<file path="src/sv/mouse_packet_cursor_tracker_defines.svh">
// ----------------------------------------------------------------------------
// mouse_packet_cursor_tracker_defines
// assertion macros shared by the cursor tracker rtl
// ----------------------------------------------------------------------------
`ifndef MOUSE_PACKET_CURSOR_TRACKER_DEFINES_SVH
`define MOUSE_PACKET_CURSOR_TRACKER_DEFINES_SVH

`ifndef SYNTHESIS

// check on every clock edge outside reset
`define MPCT_ASSERT_CLK(lbl, prop, msg) \
    lbl: assert property (@(posedge i_clk) disable iff (!i_rst_n) prop) else $error(msg);

// check that also runs while reset is held
`define MPCT_ASSERT_RST(lbl, prop, msg) \
    lbl: assert property (@(posedge i_clk) prop) else $error(msg);

`else

`define MPCT_ASSERT_CLK(lbl, prop, msg)

`define MPCT_ASSERT_RST(lbl, prop, msg)

`endif

`endif

</file>
<file path="src/sv/mpct_pkg.sv">
// ----------------------------------------------------------------------------
// mpct_pkg
// types and fixed constants of the mouse packet cursor tracker
// ----------------------------------------------------------------------------
package mpct_pkg;

    // fixed field widths
    localparam int BYTE_BITS    = 8;
    localparam int BOUND_BITS   = 13;
    localparam int OUT_POS_BITS = 12;
    localparam int CFG_IDX_BITS = 2;

    // bit positions in the packet header byte
    localparam int LEFT_IDX   = 0;
    localparam int RIGHT_IDX  = 1;
    localparam int SYNC_IDX   = 3;
    localparam int X_SIGN_IDX = 4;
    localparam int Y_SIGN_IDX = 5;
    localparam logic [BYTE_BITS-1:0] OVERFLOW_MASK = 8'hC0;

    // reset values
    localparam logic [BOUND_BITS-1:0] WIDTH_RESET  = 13'd1024;
    localparam logic [BOUND_BITS-1:0] HEIGHT_RESET = 13'd768;
    localparam int unsigned POS_X_RESET = 512;
    localparam int unsigned POS_Y_RESET = 384;

    // configuration register indexes
    typedef enum logic [CFG_IDX_BITS-1:0] {
        REG_WIDTH_BOUND  = 2'd0,
        REG_HEIGHT_BOUND = 2'd1
    } t_cfg_reg;

    // byte position within a packet
    typedef enum logic [2:0] {
        PH_HEAD   = 3'b001,
        PH_XDELTA = 3'b010,
        PH_YDELTA = 3'b100
    } t_phase;

    // one result word
    typedef struct packed {
        logic [OUT_POS_BITS-1:0] cursor_x;
        logic [OUT_POS_BITS-1:0] cursor_y;
        logic                    left_pressed;
        logic                    right_pressed;
        logic                    movement_dropped;
    } t_result;

endpackage

</file>
<file path="src/sv/mpct_ifs.sv">
// ----------------------------------------------------------------------------
// mpct_ifs
// valid/ready channels of the cursor tracker: byte in, result out, config
// ----------------------------------------------------------------------------

// controller byte channel
interface mpct_in_if
    import mpct_pkg::*;
    ();
    logic                 valid;
    logic                 ready;
    logic                 from_aux;
    logic [BYTE_BITS-1:0] data_byte;

    modport source (output valid, from_aux, data_byte, input ready);
    modport sink   (input valid, from_aux, data_byte, output ready);
endinterface

// cursor result channel
interface mpct_out_if
    import mpct_pkg::*;
    ();
    logic                    valid;
    logic                    ready;
    logic [OUT_POS_BITS-1:0] cursor_x;
    logic [OUT_POS_BITS-1:0] cursor_y;
    logic                    left_pressed;
    logic                    right_pressed;
    logic                    movement_dropped;

    modport source (output valid, cursor_x, cursor_y, left_pressed, right_pressed,
                    movement_dropped, input ready);
    modport sink   (input valid, cursor_x, cursor_y, left_pressed, right_pressed,
                    movement_dropped, output ready);
endinterface

// configuration write channel
interface mpct_cfg_if
    import mpct_pkg::*;
    ();
    logic                    valid;
    logic                    ready;
    logic [CFG_IDX_BITS-1:0] index;
    logic [BOUND_BITS-1:0]   data;

    modport source (output valid, index, data, input ready);
    modport sink   (input valid, index, data, output ready);
endinterface

</file>
<file path="src/sv/mpct_step.sv">
// ----------------------------------------------------------------------------
// mpct_step
// next state and result for one mouse byte: packet assembly, delta, clamp
// ----------------------------------------------------------------------------
module mpct_step
    import mpct_pkg::*;
#(
    parameter int POSITION_BITS = 12
) (
    input  t_phase                   i_phase,
    input  logic [BYTE_BITS-1:0]     i_header,
    input  logic [BYTE_BITS-1:0]     i_xbyte,
    input  logic [POSITION_BITS-1:0] i_pos_x,
    input  logic [POSITION_BITS-1:0] i_pos_y,
    input  logic [BOUND_BITS-1:0]    i_width_bound,
    input  logic [BOUND_BITS-1:0]    i_height_bound,
    input  logic [BYTE_BITS-1:0]     i_data_byte,
    output t_phase                   o_phase,
    output logic [BYTE_BITS-1:0]     o_header,
    output logic [BYTE_BITS-1:0]     o_xbyte,
    output logic [POSITION_BITS-1:0] o_pos_x,
    output logic [POSITION_BITS-1:0] o_pos_y,
    output logic                     o_res_valid,
    output t_result                  o_res
);

    localparam int P  = POSITION_BITS;
    localparam int BW = (P + 1 > BOUND_BITS) ? P + 1 : BOUND_BITS;
    localparam logic [BW-1:0] LIMIT = BW'(1) << P;

    // clamp a signed sum to 0..bound-1, bound taken as at least 1 and at most 2^P
    function automatic logic [P-1:0] clamp_pos(input logic signed [P+1:0] v,
                                               input logic [BOUND_BITS-1:0] bound);
        logic [BW-1:0] b;
        logic [P-1:0]  top;
        b = BW'(bound);
        if (b == '0) begin
            b = BW'(1);
        end
        if (b > LIMIT) begin
            b = LIMIT;
        end
        top = P'(b - BW'(1));
        if (v < 0) begin
            return '0;
        end else if (v > $signed({2'b00, top})) begin
            return top;
        end else begin
            return v[P-1:0];
        end
    endfunction

    logic                   x_sign;
    logic                   y_sign;
    logic                   dropped;
    logic signed [P+1:0]    sum_x;
    logic signed [P+1:0]    sum_y;

    // nine-bit deltas are {sign, byte}; y counts upward so it is subtracted
    assign x_sign  = i_header[X_SIGN_IDX];
    assign y_sign  = i_header[Y_SIGN_IDX];
    assign dropped = |(i_header & OVERFLOW_MASK);
    assign sum_x   = $signed({2'b00, i_pos_x}) + $signed({{(P-6){x_sign}}, i_xbyte});
    assign sum_y   = $signed({2'b00, i_pos_y}) - $signed({{(P-6){y_sign}}, i_data_byte});

    // packet assembly
    always_comb begin
        o_phase     = i_phase;
        o_header    = i_header;
        o_xbyte     = i_xbyte;
        o_pos_x     = i_pos_x;
        o_pos_y     = i_pos_y;
        o_res_valid = 1'b0;
        unique case (i_phase)
            PH_XDELTA: begin
                o_xbyte = i_data_byte;
                o_phase = PH_YDELTA;
            end
            PH_YDELTA: begin
                o_phase     = PH_HEAD;
                o_res_valid = 1'b1;
                if (!dropped) begin
                    o_pos_x = clamp_pos(sum_x, i_width_bound);
                    o_pos_y = clamp_pos(sum_y, i_height_bound);
                end
            end
            default: begin
                // resync: only a byte with the sync bit opens a packet
                if (i_data_byte[SYNC_IDX]) begin
                    o_header = i_data_byte;
                    o_phase  = PH_XDELTA;
                end else begin
                    o_phase  = PH_HEAD;
                end
            end
        endcase
    end

    // result word
    assign o_res.cursor_x         = OUT_POS_BITS'(o_pos_x);
    assign o_res.cursor_y         = OUT_POS_BITS'(o_pos_y);
    assign o_res.left_pressed     = i_header[LEFT_IDX];
    assign o_res.right_pressed    = i_header[RIGHT_IDX];
    assign o_res.movement_dropped = dropped;

endmodule

</file>
<file path="src/sv/mpct_skid.sv">
// ----------------------------------------------------------------------------
// mpct_skid
// output register with one skid entry, so a stalled result does not stop input
// ----------------------------------------------------------------------------
module mpct_skid
    import mpct_pkg::*;
(
    input  logic    i_clk,
    input  logic    i_rst_n,
    input  logic    i_push,
    input  t_result i_data,
    output logic    o_full,
    output logic    o_valid,
    input  logic    i_ready,
    output t_result o_data
);

    logic    r_o_valid;
    logic    r_s_valid;
    t_result r_o_data;
    t_result r_s_data;
    logic    pop;

    assign pop     = r_o_valid && i_ready;
    assign o_full  = r_s_valid;
    assign o_valid = r_o_valid;
    assign o_data  = r_o_data;

    // control
    always_ff @(posedge i_clk) begin
        if (!i_rst_n) begin
            r_o_valid <= 1'b0;
            r_s_valid <= 1'b0;
        end else if (pop || !r_o_valid) begin
            r_o_valid <= r_s_valid || i_push;
            r_s_valid <= r_s_valid && i_push;
        end else if (i_push) begin
            r_s_valid <= 1'b1;
        end
    end

    // payload
    always_ff @(posedge i_clk) begin
        if (pop || !r_o_valid) begin
            if (r_s_valid) begin
                r_o_data <= r_s_data;
                r_s_data <= i_data;
            end else begin
                r_o_data <= i_data;
            end
        end else if (i_push) begin
            r_s_data <= i_data;
        end
    end

endmodule

</file>
<file path="src/sv/mouse_packet_cursor_tracker.sv">
// ----------------------------------------------------------------------------
// mouse_packet_cursor_tracker: three-byte mouse packets to clamped cursor
// each result is registered; a stalled o_out keeps it in the skid entry
// throughput: one byte per cycle; input stalls only with two results unread
// reset: synchronous, bounds 1024 x 768, cursor 512,384, awaiting a header
// ----------------------------------------------------------------------------
`include "mouse_packet_cursor_tracker_defines.svh"

module mouse_packet_cursor_tracker
    import mpct_pkg::*;
#(
    parameter int POSITION_BITS = 12
) (
    input  logic      i_clk,
    input  logic      i_rst_n,
    mpct_in_if.sink   i_in,
    mpct_out_if.source o_out,
    mpct_cfg_if.sink  i_cfg
);

    localparam int P = POSITION_BITS;

    t_phase                r_phase;
    logic [BYTE_BITS-1:0]  r_header;
    logic [BYTE_BITS-1:0]  r_xbyte;
    logic [P-1:0]          r_pos_x;
    logic [P-1:0]          r_pos_y;
    logic [BOUND_BITS-1:0] r_width_bound;
    logic [BOUND_BITS-1:0] r_height_bound;

    t_phase                n_phase;
    logic [BYTE_BITS-1:0]  n_header;
    logic [BYTE_BITS-1:0]  n_xbyte;
    logic [P-1:0]          n_pos_x;
    logic [P-1:0]          n_pos_y;

    logic    step_res_valid;
    t_result step_res;
    t_result out_res;
    logic    skid_full;
    logic    take;
    logic    push;

    // a mouse byte accepted this cycle
    assign i_in.ready = !skid_full;
    assign take       = i_in.valid && i_in.ready && i_in.from_aux;
    assign push       = take && step_res_valid;

    // configuration registers
    assign i_cfg.ready = 1'b1;

    always_ff @(posedge i_clk) begin
        if (!i_rst_n) begin
            r_width_bound  <= WIDTH_RESET;
            r_height_bound <= HEIGHT_RESET;
        end else if (i_cfg.valid) begin
            unique case (i_cfg.index)
                REG_WIDTH_BOUND:  r_width_bound  <= i_cfg.data;
                REG_HEIGHT_BOUND: r_height_bound <= i_cfg.data;
                default: ;
            endcase
        end
    end

    // packet decode and cursor update
    mpct_step #(
        .POSITION_BITS (P)
    ) u_step (
        .i_phase        (r_phase),
        .i_header       (r_header),
        .i_xbyte        (r_xbyte),
        .i_pos_x        (r_pos_x),
        .i_pos_y        (r_pos_y),
        .i_width_bound  (r_width_bound),
        .i_height_bound (r_height_bound),
        .i_data_byte    (i_in.data_byte),
        .o_phase        (n_phase),
        .o_header       (n_header),
        .o_xbyte        (n_xbyte),
        .o_pos_x        (n_pos_x),
        .o_pos_y        (n_pos_y),
        .o_res_valid    (step_res_valid),
        .o_res          (step_res)
    );

    // packet state
    always_ff @(posedge i_clk) begin
        if (!i_rst_n) begin
            r_phase  <= PH_HEAD;
            r_header <= '0;
            r_xbyte  <= '0;
            r_pos_x  <= P'(POS_X_RESET);
            r_pos_y  <= P'(POS_Y_RESET);
        end else if (take) begin
            r_phase  <= n_phase;
            r_header <= n_header;
            r_xbyte  <= n_xbyte;
            r_pos_x  <= n_pos_x;
            r_pos_y  <= n_pos_y;
        end
    end

    // result register and skid entry
    mpct_skid u_skid (
        .i_clk   (i_clk),
        .i_rst_n (i_rst_n),
        .i_push  (push),
        .i_data  (step_res),
        .o_full  (skid_full),
        .o_valid (o_out.valid),
        .i_ready (o_out.ready),
        .o_data  (out_res)
    );

    assign o_out.cursor_x         = out_res.cursor_x;
    assign o_out.cursor_y         = out_res.cursor_y;
    assign o_out.left_pressed     = out_res.left_pressed;
    assign o_out.right_pressed    = out_res.right_pressed;
    assign o_out.movement_dropped = out_res.movement_dropped;

    // checks
    `MPCT_ASSERT_CLK(a_push_ends_packet, push |=> (r_phase == PH_HEAD), "packet not closed after result")
    `MPCT_ASSERT_CLK(a_stall_only_full, !i_in.ready |-> (skid_full && o_out.valid), "input stalled with room")
    `MPCT_ASSERT_CLK(a_result_on_third, push |-> (r_phase == PH_YDELTA), "result outside third byte")
    `MPCT_ASSERT_RST(a_reset_clears, !i_rst_n |=> (r_phase == PH_HEAD && !o_out.valid), "reset state wrong")

endmodule
</file>
<file path="src/flat_wrapper.sv">
// flat-port wrapper written by rule: the top's interface ports become plain ports
module mouse_packet_cursor_tracker_flat import mpct_pkg::*;
#(
    parameter int POSITION_BITS = 12
)
  (i_clk, i_rst_n, i_in_valid, i_in_from_aux, i_in_data_byte, i_in_ready, o_out_valid, o_out_cursor_x, o_out_cursor_y, o_out_left_pressed, o_out_right_pressed, o_out_movement_dropped, o_out_ready, i_cfg_valid, i_cfg_index, i_cfg_data, i_cfg_ready);
  mpct_in_if i_in_i ();
  mpct_out_if o_out_i ();
  mpct_cfg_if i_cfg_i ();
  input  logic i_clk;
  input  logic i_rst_n;
  input wire logic [$bits(i_in_i.valid)-1:0] i_in_valid;
  input wire logic [$bits(i_in_i.from_aux)-1:0] i_in_from_aux;
  input wire logic [$bits(i_in_i.data_byte)-1:0] i_in_data_byte;
  output wire logic [$bits(i_in_i.ready)-1:0] i_in_ready;
  output wire logic [$bits(o_out_i.valid)-1:0] o_out_valid;
  output wire logic [$bits(o_out_i.cursor_x)-1:0] o_out_cursor_x;
  output wire logic [$bits(o_out_i.cursor_y)-1:0] o_out_cursor_y;
  output wire logic [$bits(o_out_i.left_pressed)-1:0] o_out_left_pressed;
  output wire logic [$bits(o_out_i.right_pressed)-1:0] o_out_right_pressed;
  output wire logic [$bits(o_out_i.movement_dropped)-1:0] o_out_movement_dropped;
  input wire logic [$bits(o_out_i.ready)-1:0] o_out_ready;
  input wire logic [$bits(i_cfg_i.valid)-1:0] i_cfg_valid;
  input wire logic [$bits(i_cfg_i.index)-1:0] i_cfg_index;
  input wire logic [$bits(i_cfg_i.data)-1:0] i_cfg_data;
  output wire logic [$bits(i_cfg_i.ready)-1:0] i_cfg_ready;
  assign i_in_i.valid = i_in_valid;
  assign i_in_i.from_aux = i_in_from_aux;
  assign i_in_i.data_byte = i_in_data_byte;
  assign i_in_ready = i_in_i.ready;
  assign o_out_valid = o_out_i.valid;
  assign o_out_cursor_x = o_out_i.cursor_x;
  assign o_out_cursor_y = o_out_i.cursor_y;
  assign o_out_left_pressed = o_out_i.left_pressed;
  assign o_out_right_pressed = o_out_i.right_pressed;
  assign o_out_movement_dropped = o_out_i.movement_dropped;
  assign o_out_i.ready = o_out_ready;
  assign i_cfg_i.valid = i_cfg_valid;
  assign i_cfg_i.index = i_cfg_index;
  assign i_cfg_i.data = i_cfg_data;
  assign i_cfg_ready = i_cfg_i.ready;
  mouse_packet_cursor_tracker #(.POSITION_BITS(POSITION_BITS)) u_core (.i_clk(i_clk), .i_rst_n(i_rst_n), .i_in(i_in_i), .o_out(o_out_i), .i_cfg(i_cfg_i));
endmodule
</file>
<file path="config.mk">
export PLATFORM = sky130hd
export DESIGN_NAME = mouse_packet_cursor_tracker_flat
export DESIGN_NICKNAME = d
export VERILOG_FILES = /design/src/sv/mpct_pkg.sv /design/src/sv/mpct_ifs.sv /design/src/sv/mpct_step.sv /design/src/sv/mpct_skid.sv /design/src/sv/mouse_packet_cursor_tracker.sv /design/src/flat_wrapper.sv
export VERILOG_INCLUDE_DIRS = /design/src /design/src/sv
export SDC_FILE = /design/constraint.sdc
export NUM_CORES = 1
export LEC_CHECK = 0
export BUFFER_PORTS_ARGS = -buffer_cell sky130_fd_sc_hd__buf_2
export CAP_MARGIN = 20
export CELL_PAD_IN_SITES_DETAIL_PLACEMENT = 1
export CELL_PAD_IN_SITES_GLOBAL_PLACEMENT = 2
export CORE_MARGIN = 2
export CORE_UTILIZATION = 39
export DETAILED_ROUTE_END_ITERATION = 8
export MAX_ROUTING_LAYER = met4
export PLACE_DENSITY = 0.8
export SYNTH_ARGS = -nofsm -noshare
export SYNTH_HDL_FRONTEND = slang
export SYNTH_HIERARCHICAL = 1
export SYNTH_SLANG_ARGS = --single-unit
</file>
<file path="constraint.sdc">
create_clock -name i_clk -period 6.1 [get_ports i_clk]
set_input_delay 0.915 -clock i_clk [delete_from_list [all_inputs] [get_ports i_clk]]
set_output_delay 0.915 -clock i_clk [all_outputs]
set_load 0.005 [all_outputs]
</file>
==> metrics.txt, run 1 <==
Rel. slew slack 0.274; mean post-synth cell area roughly 9.5 um2; ratio of cells with drive above 1 in the final layout 0.176; pin slew with the least headroom to its limit about 1.1 ns; Worst Hold Class reg2reg; placed cells 1136; Final Hold Viols 0; crit path max fanout 8; Initial Util 0.394; Skew-Pair Late Insertion Delay just over 0.4 ns; Layout Cells excl Fill between 1000 and 1500; Peak Freq 181 MHz; drt initial violations around 340; Area growth, synth to finish 9.59%; drc violations 0; # port buffers 57; VDD IR max 0.152 mV; WL/cell 18.2 um; GR Overflow Total 0; Final Critical Period between 5 and 6 ns; setup slack at placement 0.500 ns; commonest non-fill, non-tap cell in the layout nand2_1; skew final 0.0108 ns; Final HPWL DP around 16000 um; global routing usage on met3 0.0361; CTS root buffer clkbuf_16; design area around 9000 um2; Post-DP Area ~8400 um2; yosys warns 6; RSZ-0062 raised after global routing false; final WL around 21000 um; core area about 21000 um2; status finished clean; slack of the critical path roughly 0.58 ns; crit path DAT roughly 5.7 ns; CP startpoint kind flip-flop; hold buffer count at CTS 0; CTS Buf Count 17; Tot Pwr between 2 and 2.5 mW; most frequent cells in the layout nand2_1, mux2i_1, dfxtp_1; max_cap viols 0; Crit path required time about 6.3 ns; Total Die Area 22200 um2; largest net degree at the start of global routing 61; most used routing layer in global routing met2; Post-Syn Nets approximately 950; CP Capture Type flip-flop; placer congestion estimate ~0.86; Multi-input gate area roughly 4600 um2; initial antenna violation count 2; Tcrit/Tclk final 0.905; Cell Rows 53; Synth Cell Area 8190 um2; Seq. cell area approximately 3000 um2; postcts setup bufs 0; setup TNS 0 ns; GR Util met1 0.296; CTS sink cnt around 120; first-pass GRT wire length roughly 34000 um; Static Leak a little under 4 nW; total number of vias around 6200; Avg Vias per Cell about 5.3; post-layout net count 964; Syn Inst Count ~860; final setup fails 0; pwr/cell area ~240 nW/um2; WS Path Type reg2reg; GR Layer Usage met2 0.297; Routed Antenna Nets 0; chip width roughly 150 um; vias in the first global route around 6200; number of I/O pins 59; Slew Limit Fails 0; Die Span Y 149 um; fillcell total about 2400; Max Buffers Root-to-Sink 2; GRT Resource Usage Total 0.204; Resized Gates After CTS 0; Max H-tree Level 4; CTS tree yes; clock slew at reported path FFs about 0.060 ns; drt pass-1 iters 4
## worst paths after layout
path / startpoint / endpoint / slack (ns) / cells past startpoint
worst max register to register: u_core/r_height_bound[2] / u_core/u_skid/o_data[5] / 0.58 / 19
worst min-delay path: u_core/r_header[6] / u_core/r_header[6] / 0.48 / 2
worst max-delay path: u_core/r_height_bound[2] / u_core/u_skid/o_data[5] / 0.58 / 19
worst min register to register: u_core/r_header[6] / u_core/r_header[6] / 0.48 / 2
## report_power, final
| part | switching [mW] | leakage, nW | total [mW] | internal (mW) |
|---|---|---|---|---|
| combinational | 0.204 | 2.45 | 0.339 | 0.135 |
| clock | 0.393 | 0.266 | 0.913 | 0.520 |
| sequential | 0.0157 | 1.16 | 0.882 | 0.866 |
## cell type report
type                    instances  share of cell area
flip-flops and latches        123               0.335
clock inverters                14              0.0110
well taps                     275              0.0383
clock buffers                  18              0.0478
diodes                          2            0.000557
inverters                      53              0.0222
multi-input cells             622               0.508
repair buffers                 64              0.0379
## stage by stage
| step | hold slack (ns) | utilization |
|---|---|---|
| after floorplan | 0.437 | - |
| after global placement | 0.456 | 0.405 |
| after detailed placement | 0.469 | 0.405 |
| after CTS | 0.478 | 0.431 |
| after global routing | 0.501 | 0.431 |
| final | 0.480 | 0.431 |
## sequential cells by signal, summed over array words and instances (netlist names)
register	flops
u_core/u_skid/r_s_data	27
u_core/r_phase	3
u_core/r_xbyte	8
u_core/u_skid/o_data	27
u_core/u_skid/o_valid	1
u_core/r_pos_x	12
u_core/u_skid/o_full	1
u_core/r_header	6
u_core/r_width_bound	13
u_core/r_height_bound	13
u_core/r_pos_y	12
## metal layers
metal	wire (um)	share of wire	vias up
li1	-	-	3096
met1	11300	0.53	2991
met5	0	0	-
met4	130	0.0061	0
met2	9050	0.42	113
met3	923	0.043	9
## worst max-delay path, cell delays in order (launching register included)
cell and delay, ns:
dfxtp_1 0.36, or4_1 0.53, nor2_1 0.27, a31oi_1 0.25, or2_2 0.37, ha_1 0.27, o21ai_0 0.27, nor3_1 0.12
nor3b_1 0.23, a211oi_1 0.10, ha_1 0.34, nand2_1 0.06, a2bb2oi_1 0.15, a21oi_1 0.08, a211oi_1 0.24, a2111oi_1 0.12
a31o_2 0.27, nor2_1 0.51, o311ai_0 0.37, mux2_4 0.36
(Power assumes the default switching activity.)
==> inputs of run 2 (changes only) <==
--- a/config.mk
+++ b/config.mk
@@ -6,15 +6,16 @@
 export SDC_FILE = /design/constraint.sdc
 export NUM_CORES = 1
 export LEC_CHECK = 0
+export ABC_AREA = 1
 export BUFFER_PORTS_ARGS = -buffer_cell sky130_fd_sc_hd__buf_2
 export CAP_MARGIN = 20
 export CELL_PAD_IN_SITES_DETAIL_PLACEMENT = 1
 export CELL_PAD_IN_SITES_GLOBAL_PLACEMENT = 2
 export CORE_MARGIN = 2
-export CORE_UTILIZATION = 39
+export CORE_UTILIZATION = 35
 export DETAILED_ROUTE_END_ITERATION = 8
 export MAX_ROUTING_LAYER = met4
-export PLACE_DENSITY = 0.8
+export PLACE_DENSITY = 0.81
 export SYNTH_ARGS = -nofsm -noshare
 export SYNTH_HDL_FRONTEND = slang
 export SYNTH_HIERARCHICAL = 1
==> metrics.txt, run 2 <==
placer congestion estimate 0.892 (+3.4%); CTS sink cnt 123 (unchanged); Area growth, synth to finish 9.33%; Tot Pwr 2.60 mW (+22%); Static Leak 4.97 nW (+28%); WHS 0.494 ns (+0.0141 ns); CTS Buf Count 17 (unchanged); Seq. cell area 3000 um2 (about the same); commonest non-fill, non-tap cell in the layout nand2_1; slack of the critical path 2.00 ns (+1.42 ns); postcts setup bufs 0 (unchanged); final setup fails 0 (unchanged); Post-Syn Nets 1341 (+42%); max_cap viols 0 (unchanged); yosys warns 6 (unchanged); Peak Freq 244 MHz (+35%); pwr/cell area 275 nW/um2 (+16%); Post-DP Area 8860 um2 (+5.0%); drt initial violations 326 (-3.6%); WS Path Type in2reg; CTS tree yes; status finished clean; RSZ-0062 raised after global routing false; drt pass-1 iters 4 (unchanged); Crit path required time 6.27 ns (about the same); initial antenna violation count 1 (-1); Resized Gates After CTS 0 (unchanged); largest net degree at the start of global routing 80 (+31%); ratio of cells with drive above 1 in the final layout 0.0966 (-0.0790); hold_sp u_core/r_width_bound[10]; final WL 24200 um (+13%); Initial Util 0.356 (-0.0379); placed cells 1575 (+39%); Cell Rows 57 (+7.5%); VDD IR max 0.153 mV (+0.89%); Worst Hold Class reg2reg; crit path DAT 4.27 ns (-1.42 ns); Final Critical Period 4.10 ns (-1.42 ns); Critical R2R Launch u_core/r_width_bound[6]; crit path max fanout 13 (+5); Tcrit/Tclk final 0.672 (-0.232); post-layout net count 1353 (+40%); critical path startpoint i_in_data_byte[2]; Skew-Pair Late Insertion Delay 0.42 ns (about the same); Layout Cells excl Fill 1608 (+37%); GR Overflow Total 0 (unchanged); setup slack at placement 1.60 ns (+1.10 ns); Synth Cell Area 8650 um2 (+5.5%); first-pass GRT wire length 40100 um (+17%); GRT Resource Usage Total 0.200 (-0.00475); mean post-synth cell area 6.87 um2 (-28%); chip width 161 um (+8.2%); fillcell total 3117 (+29%); Max Buffers Root-to-Sink 2 (unchanged); CTS root buffer clkbuf_16; CP Capture Type flip-flop; R2R setup slack 2.03 ns (+1.45 ns); # port buffers 57 (unchanged); skew final 0.0142 ns (+0.00337 ns); Total Die Area 26000 um2 (+17%); setup TNS 0 ns (unchanged); clock slew at reported path FFs 0.06 ns (about the same); Rel. slew slack 0.386 (+0.112); Routed Antenna Nets 0 (unchanged); WL/cell 15.0 um (-18%); post-layout util 0.389 (-0.0425); core area 24300 um2 (+17%); vias in the first global route 7591 (+22%); r2r endpoint u_core/u_skid/o_data[20]; Multi-input gate area 4490 um2 (-1.6%); Die Span Y 161 um (+8.2%); r2r worst-path depth 20 (+1); Slew Limit Fails 0 (unchanged); Max H-tree Level 4 (unchanged); drc violations 0 (unchanged); design area 9460 um2 (+5.3%); Syn Inst Count 1258 (+46%); Final HPWL DP 18200 um (+17%); Final Hold Viols 0 (unchanged); CP startpoint kind input port; number of I/O pins 59 (unchanged); total number of vias 7585 (+22%); Worst setup endpoint u_core/u_skid/o_data[10]; pin slew with the least headroom to its limit 0.914 ns (-0.175 ns); hold path depth 2 (unchanged); most frequent cells in the layout nand2_1, inv_1, nor2_1; Avg Vias per Cell 4.72 (-11%); hold buffer count at CTS 0 (unchanged)
run 2: changes by cell type in the layout (fill, tap and decap cells not counted), moves of 9 or more:
cell | previous run | this run
nand2_1 | 158 | 432
nor2_1 | 32 | 156
inv_1 | 53 | 162
mux2i_1 | 69 | 0
nand3_1 | 9 | 67
mux2_4 | 28 | 0
nand4_1 | 12 | 34
a21oi_1 | 25 | 42
xor2_1 | 6 | 20
mux2_2 | 10 | 0
o211ai_1 | 10 | 0
or3_1 | 10 | 0
a21o_1 | 10 | 1
run 2: layout make-up:
type | instances | area share
Tap cell | 324 | 0.0429
Multi-Input combinational cell | 897 | 0.474
Sequential cell | 123 | 0.318
Antenna cell | 1 | 0.000265
Timing Repair Buffer | 65 | 0.0365
Inverter | 166 | 0.0659
Clock buffer | 18 | 0.0464
Clock inverter | 14 | 0.0160
run 2: power breakdown:
group / leakage (nW) / switching (mW) / total [mW] / internal (mW)
Clock: 0.286 / 0.443 / 1.03 / 0.591
Sequential: 1.13 / 0.0349 / 0.937 / 0.902
Combinational: 3.55 / 0.411 / 0.626 / 0.216
run 2: worst min-delay path by stage:
stage | to | slack [ns]
2_1_floorplan | u_core/r_width_bound[10] | 0.44
3_3_place_gp | u_core/r_width_bound[10] | 0.48
3_5_place_dp | u_core/r_width_bound[10] | 0.48
4_1_cts | u_core/r_width_bound[10] | 0.50
5_1_grt | u_core/r_width_bound[10] | 0.53
6_report | u_core/r_width_bound[10] | 0.49
run 2: worst max-delay path: stages:
cell and delay (ns):
buf_2 0.08, inv_1 0.04, ha_1 0.32, or2_0 0.24, nand3_1 0.12, nand2_1 0.14, a21oi_1 0.25, o21bai_1 0.11
xor2_1 0.26, inv_1 0.08, ha_1 0.31, a21oi_1 0.18, a21boi_1 0.23, nand3_2 0.25, nand3_2 0.33, nand2_1 0.10
nand3_1 0.11, nand2_1 0.09, nand2_1 0.07, nand2_1 0.05
run 2: routing by layer:
metal | vias to the layer above | routed length, um | GRT usage
li1 | 3953 | - | -
met1 | 3514 | 12700 | 0.285
met2 | 105 | 10500 | 0.306
met3 | 13 | 796 | 0.0244
met4 | 0 | 209 | 0.0398
met5 | - | 0 | -
